## config.mk

```make
export PLATFORM = sky130hd
export DESIGN_NAME = xoshiro_random_range_generator_flat
export DESIGN_NICKNAME = d
export VERILOG_FILES = /design/src/rtl/core/xrrg_pkg.sv /design/src/rtl/core/xrrg_req_if.sv /design/src/rtl/core/xrrg_rsp_if.sv /design/src/rtl/core/xrrg_datapath.sv /design/src/rtl/core/xrrg_controller.sv /design/src/rtl/core/xoshiro_random_range_generator.sv /design/src/flat_wrapper.sv
export SDC_FILE = /design/constraint.sdc
export NUM_CORES = 2
export LEC_CHECK = 0
export CAP_MARGIN = 15
export CORE_ASPECT_RATIO = 0.5
export CORE_MARGIN = 2
export CORE_UTILIZATION = 40
export DETAILED_ROUTE_END_ITERATION = 10
export DONT_BUFFER_PORTS = 1
export GPL_TIMING_DRIVEN = 0
export PLACE_DENSITY = 0.61
export SLEW_MARGIN = 20
export SYNTH_ARGS = -nofsm -noshare
export SYNTH_HDL_FRONTEND = slang
export SYNTH_SLANG_ARGS = --single-unit
```

## constraint.sdc

```tcl
create_clock -name clk -period 26.3 [get_ports clk]
set_input_delay 3.945 -clock clk [delete_from_list [all_inputs] [get_ports clk]]
set_output_delay 3.945 -clock clk [all_outputs]
set_load 0.01 [all_outputs]
```

## src/rtl/core/xrrg_pkg.sv

```systemverilog
// Package for the xoshiro256** range generator: widths, mixing constants,
// action codes and the command/status types between controller and datapath.
// No dependencies.
`timescale 1ns / 1ps
`default_nettype none

package xrrg_pkg;

    localparam int WORD_W     = 64;
    localparam int HALF_W     = WORD_W / 2;
    localparam int FRAC_W     = 53;
    localparam int FRAC_SHIFT = WORD_W - FRAC_W;
    localparam int WORD_COUNT = 4;
    localparam int CNT_W      = $clog2(WORD_COUNT);
    localparam int DIV_CNT_W  = $clog2(WORD_W);

    localparam logic [WORD_W-1:0] GOLDEN_STEP = 64'h9e3779b97f4a7c15;
    localparam logic [WORD_W-1:0] MIX_MUL_A   = 64'hbf58476d1ce4e5b9;
    localparam logic [WORD_W-1:0] MIX_MUL_B   = 64'h94d049bb133111eb;

    localparam int MIX_SHIFT_0 = 30;
    localparam int MIX_SHIFT_1 = 27;
    localparam int MIX_SHIFT_2 = 31;
    localparam int ROT_OUT     = 7;
    localparam int SHL_T       = 17;
    localparam int ROT_W3      = 45;

    typedef enum logic [1:0] {
        ACT_RESEED   = 2'd0,
        ACT_FRACTION = 2'd1,
        ACT_UPPER    = 2'd2,
        ACT_RANGE    = 2'd3
    } action_t;

    typedef enum logic [3:0] {
        OP_NONE,
        OP_CLEAR,
        OP_LOAD,
        OP_MIX_ADD,
        OP_MUL_LL,
        OP_MUL_HL,
        OP_MUL_LH,
        OP_MIX_MID,
        OP_MIX_END,
        OP_ADVANCE,
        OP_SCRAMBLE,
        OP_DIV_STEP,
        OP_EMIT
    } op_t;

    typedef struct packed {
        op_t  op;
        logic use_b;
    } cmd_t;

    typedef struct packed {
        action_t act;
        logic    bad;
        logic    span_zero;
    } stat_t;

endpackage

`default_nettype wire

```

## src/rtl/core/xrrg_req_if.sv

```systemverilog
// Request channel of the range generator: valid/ready and the request fields.
// No dependencies.
`timescale 1ns / 1ps
`default_nettype none

interface xrrg_req_if;

    logic               valid;
    logic               ready;
    logic [1:0]         action;
    logic [63:0]        seed_value;
    logic signed [63:0] lower_bound;
    logic signed [63:0] upper_bound;

    modport source (
        output valid, action, seed_value, lower_bound, upper_bound,
        input  ready
    );

    modport sink (
        input  valid, action, seed_value, lower_bound, upper_bound,
        output ready
    );

endinterface

`default_nettype wire

```

## src/rtl/core/xrrg_rsp_if.sv

```systemverilog
// Result channel of the range generator: valid/ready and the result fields.
// No dependencies.
`timescale 1ns / 1ps
`default_nettype none

interface xrrg_rsp_if;

    logic               valid;
    logic               ready;
    logic [52:0]        fraction;
    logic signed [63:0] draw_value;
    logic               status;

    modport source (
        output valid, fraction, draw_value, status,
        input  ready
    );

    modport sink (
        input  valid, fraction, draw_value, status,
        output ready
    );

endinterface

`default_nettype wire

```

## src/rtl/core/xrrg_datapath.sv

```systemverilog
// Datapath: generator words, splitmix64 mixing on a shared 32x32 multiplier,
// xoshiro256** advance, serial restoring remainder and the result register.
// Depends on xrrg_pkg.
`timescale 1ns / 1ps
`default_nettype none

module xrrg_datapath (
    input  wire logic                        clk,
    input  wire xrrg_pkg::cmd_t              cmd,
    output xrrg_pkg::stat_t                  stat,
    input  wire logic [1:0]                  action,
    input  wire logic [63:0]                 seed_value,
    input  wire logic signed [63:0]          lower_bound,
    input  wire logic signed [63:0]          upper_bound,
    output logic [xrrg_pkg::FRAC_W-1:0]      fraction,
    output logic signed [xrrg_pkg::WORD_W-1:0] draw_value,
    output logic                             status
);
    import xrrg_pkg::*;

    logic [WORD_W-1:0] words_reg [WORD_COUNT];
    logic [WORD_W-1:0] acc_reg;
    logic [WORD_W-1:0] x_reg;
    logic [WORD_W-1:0] prod_reg;
    logic [WORD_W-1:0] rot_reg;
    logic [WORD_W-1:0] r_reg;
    logic [WORD_W-1:0] div_reg;
    logic [WORD_W-1:0] rem_reg;
    logic [WORD_W-1:0] span_reg;
    logic [WORD_W-1:0] low_reg;
    action_t           act_reg;
    logic              bad_reg;
    logic [FRAC_W-1:0] frac_reg;
    logic [WORD_W-1:0] val_reg;
    logic              status_reg;

    logic [WORD_W-1:0] mix_const;
    logic [HALF_W-1:0] mul_a;
    logic [HALF_W-1:0] mul_b;
    logic [WORD_W-1:0] mul_p;
    logic [WORD_W-1:0] acc_sum;
    logic [WORD_W-1:0] w1_x5;
    logic [WORD_W-1:0] n0;
    logic [WORD_W-1:0] n1;
    logic [WORD_W-1:0] n2;
    logic [WORD_W-1:0] n3;
    logic [WORD_W+1:0] trial;
    logic [WORD_W-1:0] rem_shift;
    logic [WORD_W-1:0] draw_base;
    action_t           in_act;

    assign mix_const = cmd.use_b ? MIX_MUL_B : MIX_MUL_A;
    assign in_act    = action_t'(action);

    always_comb
    begin
        mul_a     = (cmd.op == OP_MUL_HL) ? x_reg[WORD_W-1:HALF_W] : x_reg[HALF_W-1:0];
        mul_b     = (cmd.op == OP_MUL_LH) ? mix_const[WORD_W-1:HALF_W]
                                          : mix_const[HALF_W-1:0];
        mul_p     = WORD_W'(mul_a) * WORD_W'(mul_b);
        acc_sum   = acc_reg + GOLDEN_STEP;
        w1_x5     = words_reg[1] + (words_reg[1] << 2);
        n2        = words_reg[2] ^ words_reg[0];
        n3        = words_reg[3] ^ words_reg[1];
        n1        = words_reg[1] ^ n2;
        n0        = words_reg[0] ^ n3;
        rem_shift = {rem_reg[WORD_W-2:0], div_reg[WORD_W-1]};
        trial     = {1'b0, rem_reg, div_reg[WORD_W-1]} - {2'b00, span_reg};
        draw_base = stat.span_zero ? r_reg : rem_reg;
    end

    always_ff @(posedge clk)
    begin
        unique case (cmd.op)
            OP_NONE:
            begin
            end
            OP_CLEAR:
            begin
                acc_reg <= '0;
                act_reg <= ACT_RESEED;
                bad_reg <= 1'b0;
            end
            OP_LOAD:
            begin
                act_reg <= in_act;
                acc_reg <= seed_value;
                if (in_act == ACT_UPPER)
                begin
                    low_reg  <= WORD_W'(1);
                    span_reg <= upper_bound;
                    bad_reg  <= (upper_bound < 64'sd1);
                end
                else
                begin
                    low_reg  <= lower_bound;
                    span_reg <= upper_bound - lower_bound + 64'sd1;
                    bad_reg  <= (in_act == ACT_RANGE) && (upper_bound < lower_bound);
                end
            end
            OP_MIX_ADD:
            begin
                acc_reg <= acc_sum;
                x_reg   <= acc_sum ^ (acc_sum >> MIX_SHIFT_0);
            end
            OP_MUL_LL:
            begin
                prod_reg <= mul_p;
            end
            OP_MUL_HL, OP_MUL_LH:
            begin
                prod_reg <= prod_reg + {mul_p[HALF_W-1:0], {HALF_W{1'b0}}};
            end
            OP_MIX_MID:
            begin
                x_reg <= prod_reg ^ (prod_reg >> MIX_SHIFT_1);
            end
            OP_MIX_END:
            begin
                for (int i = 0; i < WORD_COUNT - 1; i++)
                begin
                    words_reg[i] <= words_reg[i+1];
                end
                words_reg[WORD_COUNT-1] <= prod_reg ^ (prod_reg >> MIX_SHIFT_2);
            end
            OP_ADVANCE:
            begin
                rot_reg      <= (w1_x5 << ROT_OUT) | (w1_x5 >> (WORD_W - ROT_OUT));
                words_reg[0] <= n0;
                words_reg[1] <= n1;
                words_reg[2] <= n2 ^ (words_reg[1] << SHL_T);
                words_reg[3] <= (n3 << ROT_W3) | (n3 >> (WORD_W - ROT_W3));
            end
            OP_SCRAMBLE:
            begin
                r_reg   <= rot_reg + (rot_reg << 3);
                div_reg <= rot_reg + (rot_reg << 3);
                rem_reg <= '0;
            end
            OP_DIV_STEP:
            begin
                div_reg <= div_reg << 1;
                rem_reg <= trial[WORD_W+1] ? rem_shift : trial[WORD_W-1:0];
            end
            OP_EMIT:
            begin
                status_reg <= bad_reg;
                frac_reg   <= (act_reg == ACT_FRACTION) ? r_reg[WORD_W-1:FRAC_SHIFT] : '0;
                if (!bad_reg && (act_reg == ACT_UPPER || act_reg == ACT_RANGE))
                begin
                    val_reg <= draw_base + low_reg;
                end
                else
                begin
                    val_reg <= '0;
                end
            end
            default:
            begin
            end
        endcase
    end

    always_comb
    begin
        stat.act       = act_reg;
        stat.bad       = bad_reg;
        stat.span_zero = (span_reg == '0);
    end

    assign fraction   = frac_reg;
    assign draw_value = $signed(val_reg);
    assign status     = status_reg;

endmodule

`default_nettype wire

```

## src/rtl/core/xrrg_controller.sv

```systemverilog
// Controller: one-hot sequencer for boot seeding, reseed, draw and remainder
// steps, plus the result valid flag. Depends on xrrg_pkg.
`timescale 1ns / 1ps
`default_nettype none

module xrrg_controller (
    input  wire logic            clk,
    input  wire logic            rst_n,
    input  wire logic            req_valid,
    output logic                 req_ready,
    output logic                 rsp_valid,
    input  wire logic            rsp_ready,
    input  wire xrrg_pkg::stat_t stat,
    output xrrg_pkg::cmd_t       cmd
);
    import xrrg_pkg::*;

    typedef enum logic [15:0] {
        S_BOOT     = 16'b0000_0000_0000_0001,
        S_IDLE     = 16'b0000_0000_0000_0010,
        S_CHECK    = 16'b0000_0000_0000_0100,
        S_MIX_ADD  = 16'b0000_0000_0000_1000,
        S_MA0      = 16'b0000_0000_0001_0000,
        S_MA1      = 16'b0000_0000_0010_0000,
        S_MA2      = 16'b0000_0000_0100_0000,
        S_MIX_MID  = 16'b0000_0000_1000_0000,
        S_MB0      = 16'b0000_0001_0000_0000,
        S_MB1      = 16'b0000_0010_0000_0000,
        S_MB2      = 16'b0000_0100_0000_0000,
        S_MIX_END  = 16'b0000_1000_0000_0000,
        S_ADVANCE  = 16'b0001_0000_0000_0000,
        S_SCRAMBLE = 16'b0010_0000_0000_0000,
        S_DIV      = 16'b0100_0000_0000_0000,
        S_EMIT     = 16'b1000_0000_0000_0000
    } state_t;

    state_t               state_reg;
    state_t               state_next;
    logic                 boot_reg;
    logic                 boot_next;
    logic [CNT_W-1:0]     word_cnt_reg;
    logic [CNT_W-1:0]     word_cnt_next;
    logic [DIV_CNT_W-1:0] div_cnt_reg;
    logic [DIV_CNT_W-1:0] div_cnt_next;
    logic                 rsp_valid_reg;
    logic                 rsp_valid_next;

    always_ff @(posedge clk or negedge rst_n)
    begin
        if (!rst_n)
        begin
            state_reg     <= S_BOOT;
            boot_reg      <= 1'b1;
            word_cnt_reg  <= '0;
            div_cnt_reg   <= '0;
            rsp_valid_reg <= 1'b0;
        end
        else
        begin
            state_reg     <= state_next;
            boot_reg      <= boot_next;
            word_cnt_reg  <= word_cnt_next;
            div_cnt_reg   <= div_cnt_next;
            rsp_valid_reg <= rsp_valid_next;
        end
    end

    always_comb
    begin
        state_next     = state_reg;
        boot_next      = boot_reg;
        word_cnt_next  = word_cnt_reg;
        div_cnt_next   = div_cnt_reg;
        rsp_valid_next = rsp_valid_reg && !rsp_ready;
        req_ready      = 1'b0;
        cmd.op         = OP_NONE;
        cmd.use_b      = 1'b0;

        unique case (state_reg)
            S_BOOT:
            begin
                cmd.op        = OP_CLEAR;
                boot_next     = 1'b1;
                word_cnt_next = '0;
                state_next    = S_MIX_ADD;
            end
            S_IDLE:
            begin
                req_ready = 1'b1;
                if (req_valid)
                begin
                    cmd.op     = OP_LOAD;
                    state_next = S_CHECK;
                end
            end
            S_CHECK:
            begin
                priority if (stat.act == ACT_RESEED)
                begin
                    word_cnt_next = '0;
                    state_next    = S_MIX_ADD;
                end
                else if (stat.bad)
                begin
                    state_next = S_EMIT;
                end
                else
                begin
                    state_next = S_ADVANCE;
                end
            end
            S_MIX_ADD:
            begin
                cmd.op     = OP_MIX_ADD;
                state_next = S_MA0;
            end
            S_MA0:
            begin
                cmd.op     = OP_MUL_LL;
                state_next = S_MA1;
            end
            S_MA1:
            begin
                cmd.op     = OP_MUL_HL;
                state_next = S_MA2;
            end
            S_MA2:
            begin
                cmd.op     = OP_MUL_LH;
                state_next = S_MIX_MID;
            end
            S_MIX_MID:
            begin
                cmd.op     = OP_MIX_MID;
                state_next = S_MB0;
            end
            S_MB0:
            begin
                cmd.op     = OP_MUL_LL;
                cmd.use_b  = 1'b1;
                state_next = S_MB1;
            end
            S_MB1:
            begin
                cmd.op     = OP_MUL_HL;
                cmd.use_b  = 1'b1;
                state_next = S_MB2;
            end
            S_MB2:
            begin
                cmd.op     = OP_MUL_LH;
                cmd.use_b  = 1'b1;
                state_next = S_MIX_END;
            end
            S_MIX_END:
            begin
                cmd.op = OP_MIX_END;
                if (word_cnt_reg == CNT_W'(WORD_COUNT - 1))
                begin
                    boot_next  = 1'b0;
                    state_next = boot_reg ? S_IDLE : S_EMIT;
                end
                else
                begin
                    word_cnt_next = word_cnt_reg + 1'b1;
                    state_next    = S_MIX_ADD;
                end
            end
            S_ADVANCE:
            begin
                cmd.op     = OP_ADVANCE;
                state_next = S_SCRAMBLE;
            end
            S_SCRAMBLE:
            begin
                cmd.op = OP_SCRAMBLE;
                if (stat.act == ACT_FRACTION || stat.span_zero)
                begin
                    state_next = S_EMIT;
                end
                else
                begin
                    div_cnt_next = '0;
                    state_next   = S_DIV;
                end
            end
            S_DIV:
            begin
                cmd.op       = OP_DIV_STEP;
                div_cnt_next = div_cnt_reg + 1'b1;
                if (div_cnt_reg == DIV_CNT_W'(WORD_W - 1))
                begin
                    state_next = S_EMIT;
                end
            end
            S_EMIT:
            begin
                if (!rsp_valid_reg || rsp_ready)
                begin
                    cmd.op         = OP_EMIT;
                    rsp_valid_next = 1'b1;
                    state_next     = S_IDLE;
                end
            end
            default:
            begin
                state_next = S_BOOT;
            end
        endcase
    end

    assign rsp_valid = rsp_valid_reg;

endmodule

`default_nettype wire

```

## src/rtl/core/xoshiro_random_range_generator.sv

```systemverilog
// Top level of the xoshiro256** range generator: joins controller and datapath
// to the request and result channels. Depends on xrrg_pkg, xrrg_req_if,
// xrrg_rsp_if, xrrg_controller and xrrg_datapath.
//
//   channel | dir | fields
//   --------+-----+--------------------------------------------------------
//   req     | in  | action, seed_value, lower_bound, upper_bound
//   rsp     | out | fraction, draw_value, status
//
// Reseed runs four splitmix64 steps (six partial products each on the shared
// 32x32 multiplier); ranged draws advance, scramble and then run the
// one-bit-per-cycle remainder loop; fraction and full-span requests advance
// and scramble; bad-bound requests go straight to emit. After reset the
// seed-zero expansion runs with req.ready low. A stalled result sits in the
// output register; the next request is taken meanwhile and waits in emit.
`timescale 1ns / 1ps
`default_nettype none

module xoshiro_random_range_generator (
    input  wire logic clk,
    input  wire logic rst_n,
    xrrg_req_if.sink  req,
    xrrg_rsp_if.source rsp
);
    import xrrg_pkg::*;

    cmd_t  cmd;
    stat_t stat;

    xrrg_controller u_ctrl (
        .clk       (clk),
        .rst_n     (rst_n),
        .req_valid (req.valid),
        .req_ready (req.ready),
        .rsp_valid (rsp.valid),
        .rsp_ready (rsp.ready),
        .stat      (stat),
        .cmd       (cmd)
    );

    xrrg_datapath u_dp (
        .clk         (clk),
        .cmd         (cmd),
        .stat        (stat),
        .action      (req.action),
        .seed_value  (req.seed_value),
        .lower_bound (req.lower_bound),
        .upper_bound (req.upper_bound),
        .fraction    (rsp.fraction),
        .draw_value  (rsp.draw_value),
        .status      (rsp.status)
    );

endmodule

`default_nettype wire
```

## src/flat_wrapper.sv

```systemverilog
// flat-port wrapper written by rule: the top's interface ports become plain ports
module xoshiro_random_range_generator_flat import xrrg_pkg::*;
  (clk, rst_n, req_valid, req_action, req_seed_value, req_lower_bound, req_upper_bound, req_ready, rsp_valid, rsp_fraction, rsp_draw_value, rsp_status, rsp_ready);
  xrrg_req_if req_i ();
  xrrg_rsp_if rsp_i ();
  input  wire logic clk;
  input  wire logic rst_n;
  input wire logic [$bits(req_i.valid)-1:0] req_valid;
  input wire logic [$bits(req_i.action)-1:0] req_action;
  input wire logic [$bits(req_i.seed_value)-1:0] req_seed_value;
  input wire logic [$bits(req_i.lower_bound)-1:0] req_lower_bound;
  input wire logic [$bits(req_i.upper_bound)-1:0] req_upper_bound;
  output wire logic [$bits(req_i.ready)-1:0] req_ready;
  output wire logic [$bits(rsp_i.valid)-1:0] rsp_valid;
  output wire logic [$bits(rsp_i.fraction)-1:0] rsp_fraction;
  output wire logic [$bits(rsp_i.draw_value)-1:0] rsp_draw_value;
  output wire logic [$bits(rsp_i.status)-1:0] rsp_status;
  input wire logic [$bits(rsp_i.ready)-1:0] rsp_ready;
  assign req_i.valid = req_valid;
  assign req_i.action = req_action;
  assign req_i.seed_value = req_seed_value;
  assign req_i.lower_bound = req_lower_bound;
  assign req_i.upper_bound = req_upper_bound;
  assign req_ready = req_i.ready;
  assign rsp_valid = rsp_i.valid;
  assign rsp_fraction = rsp_i.fraction;
  assign rsp_draw_value = rsp_i.draw_value;
  assign rsp_status = rsp_i.status;
  assign rsp_i.ready = rsp_ready;
  xoshiro_random_range_generator u_core (.clk(clk), .rst_n(rst_n), .req(req_i), .rsp(rsp_i));
endmodule
```

==> out/summary.txt <==
Outcome: finished clean
EDFF count, synth: 953
Top_reg_cell synth: edfxtp_1
Final HPWL DP: 268 mm
Core ar.: 233000 um2
TritonCTS clock tree: built
Share of async-settable or async-resettable flops after synthesis: 0.0266
# fillers: 22400
Max_slew headroom: 0.117
Place WS: 12470 ps
Synth area leaders: edfxtp_1, fa_1, ha_1
Chip width: 689 um
Worst-Margin Slew: 1290 ps
DR vias: 71000
Syn Area/Cell: 9.93 um2
DR pass1 iterations: 8
Most used cell along the critical path: fa_1
Later-pin clock latency in the skew report: 770 ps
Max cap viols: 0
Synth Register Bits: 979
Full die area: 239000 um2
Setup violations, final: 0
Height of the die: 347 um
Synth Instances: 9459
CTS max path bufs: 3
Largest net degree at the start of global routing: 110
Port-buffer cells: 0
Max H-tree Level: 3
Clk_skew: 76.5 ps
Synthesized area: 94000 um2
Area leader, netlist: edfxtp_1
Mapped Nets: 11300
Number of CTS-inserted buffers: 101
Post-layout min period: 14310 ps
Remaining antenna violation count: 0
Setup slack after layout: 11990 ps
Crit path kind: register to register
Worst-path fanout max: 13
Core Rows: 125
Vias in the first global route: 70200
Via-to-Cell Ratio: 5.55
WL per Instance: 25.3 um
Largest stage delay on the critical path: 740 ps
Yosys warns: 0
Pins Over Slew Limit: 0
RSZ-0062 raised after global routing: no
Final #Nets: 11400
Hold_buf cts: 0
WP data required: 26730 ps
Final period util: 0.544
Max reg flops: 256
Clk Tree Root Cell: clkbuf_16
Global placer's final weighted congestion: 0.985
Starting Density: 0.403
Layout cells sized above 1: 0.0462
Area grow syn2layout: 8.83%
IO Pins: 318
Post-CTS Resized: 0
Clock sinks: 979
First-pass GRT wire length: 469 mm
Initial antenna violation count: 12
Clock Pin Slew Worst Setup and Hold Paths: 60 ps
Setup Fix Bufs, Post-CTS: 0
DRC viols: 0
HP Class: register to register
WP data arrival: 14750 ps
Final count of hold timing violations: 0
Total Routed Length: 324 mm
Iter 0 DRT Violations: 7465
Library cells used by synthesis: 101
Worst setup SP type: register
Fmax: 0.0699 GHz
GR Util All Layers: 0.265
Post-synth top area share: 0.305
Crit-path slowest cell: clkbuf_1
Seq/Total Area, Yosys: 0.312
Worst Setup End Kind: register
Total global routing overflow: 0
## routing by layer
layer	wire length (um)	up-vias	global-route usage
li1	-	32100	-
met1	137000	35300	0.365
met2	145000	3070	0.418
met3	28300	547	0.0538
met4	12700	10	0.0883
met5	204	-	0.00440
## stage by stage
stage	cell area (um2)	cells	setup TNS, ps	utilization	hold slack, ps
final	102000	12800	0	0.439	507
after global routing	102000	12800	0	0.439	525
after CTS	102000	12800	0	0.439	511
after detailed placement	98800	12600	0	0.424	490
after global placement	97900	12600	-179710	0.420	489
after floorplan	94000	9459	0	-	448
## kinds of logic after synthesis
kind of cell | count (synthesis) | synth area share
compound gates | 1802 | 0.118
xor+xnor | 991 | 0.0924
fa+ha+maj | 1609 | 0.283
buf+inv | 1534 | 0.0617
flops | 979 | 0.312
mux | 135 | 0.0158
simple gates | 2409 | 0.117
## cell usage after synthesis, drive strengths merged, types with 10 or more instances
library cell  number
a211oi            42
o21ai            506
buf               35
o31ai             25
nor3              43
inv             1222
and2             178
a41oi             10
o21bai            98
a31oi             55
nand3             97
nand2b            91
edfxtp           953
nor2             664
o31a              13
clkbuf           271
a31o              13
a221oi            18
and3              65
fa               859
nor2b             97
mux2             108
o21a              36
nand2            932
xnor2            553
or3               24
nand4             86
or2               30
dfrtp             24
a21oi            597
a21boi            12
ha               750
xor2             438
a21o             242
a22o              25
nor4              49
mux2i             27
o211ai            14
## worst paths after layout
| check | depth (start not counted) | from | to | slack, ps |
|---|---|---|---|---|
| setup / recovery | 41 | u_core.u_ctrl.state_reg[1] | u_core.u_dp.prod_reg[61] | 11990 |
| hold / removal | 2 | u_core.u_dp.div_reg[12] | u_core.u_dp.div_reg[13] | 510 |
| setup reg to reg | 41 | u_core.u_ctrl.state_reg[1] | u_core.u_dp.prod_reg[61] | 11990 |
| hold reg to reg | 2 | u_core.u_dp.div_reg[12] | u_core.u_dp.div_reg[13] | 510 |
| max in group asynchronous | 0 | rst_n | u_core.u_ctrl.state_reg[0] | 23180 |
| min in group asynchronous | 0 | rst_n | u_core.u_ctrl.rsp_valid | 2940 |
## worst max-delay path: cells and delay by family, from the launching register on
kind | cells | cell delay [ps]
XOR/XNOR | 2 | 730
multiplexers | 1 | 90
flip-flops | 1 | 460
AND/OR/NAND/NOR | 11 | 2770
adder cells (fa/ha/maj) | 11 | 5230
AO/OA/AOI/OAI | 8 | 1790
buffers and inverters | 8 | 2910
## placed cells by master (no fill, tap or decap), types with 14 or more instances in the layout
cell type	netlist	routed
nand2_1	932	931
clkbuf_16	0	101
buf_1	14	14
or3_1	24	24
nor3_1	43	43
o211ai_1	14	14
a211oi_1	40	40
nor4_1	49	47
a221oi_1	15	15
o21a_1	35	35
or2_2	30	30
buf_16	0	14
mux2_2	108	108
and2_1	177	176
o21ai_1	24	23
o21ai_0	480	480
a31oi_1	55	55
edfxtp_1	953	953
nor2_1	664	663
a22o_1	25	25
o31ai_1	22	22
a21oi_1	590	589
dfrtp_1	24	24
a21o_1	242	242
o21bai_1	97	97
clkinv_2	0	17
nand4_1	86	86
and3_1	65	65
buf_2	16	34
fa_1	859	859
clkinv_1	6	23
xnor2_1	553	553
clkbuf_1	270	277
ha_1	750	750
xor2_1	438	438
nand3_1	97	97
bufinv_16	0	14
nand2b_1	91	91
inv_1	1220	1218
nor2b_1	96	95
## area by class of cell
type / count / area [um2] / share of cell area
Tap cell: 3111 / 3890 / 0.0381
Multi-Input combinational cell: 6946 / 59100 / 0.578
Buffer: 306 / 1200 / 0.0118
Clock buffer: 117 / 2590 / 0.0253
Inverter: 1228 / 4620 / 0.0452
Antenna cell: 5 / 12.5 / 0.000122
Sequential cell: 979 / 29300 / 0.286
Clock inverter: 71 / 908 / 0.00888
Timing Repair Buffer: 48 / 689 / 0.00674
Power is not shown: default switching activity piles up to over one toggle a cycle in this logic, so the estimate is an artifact.
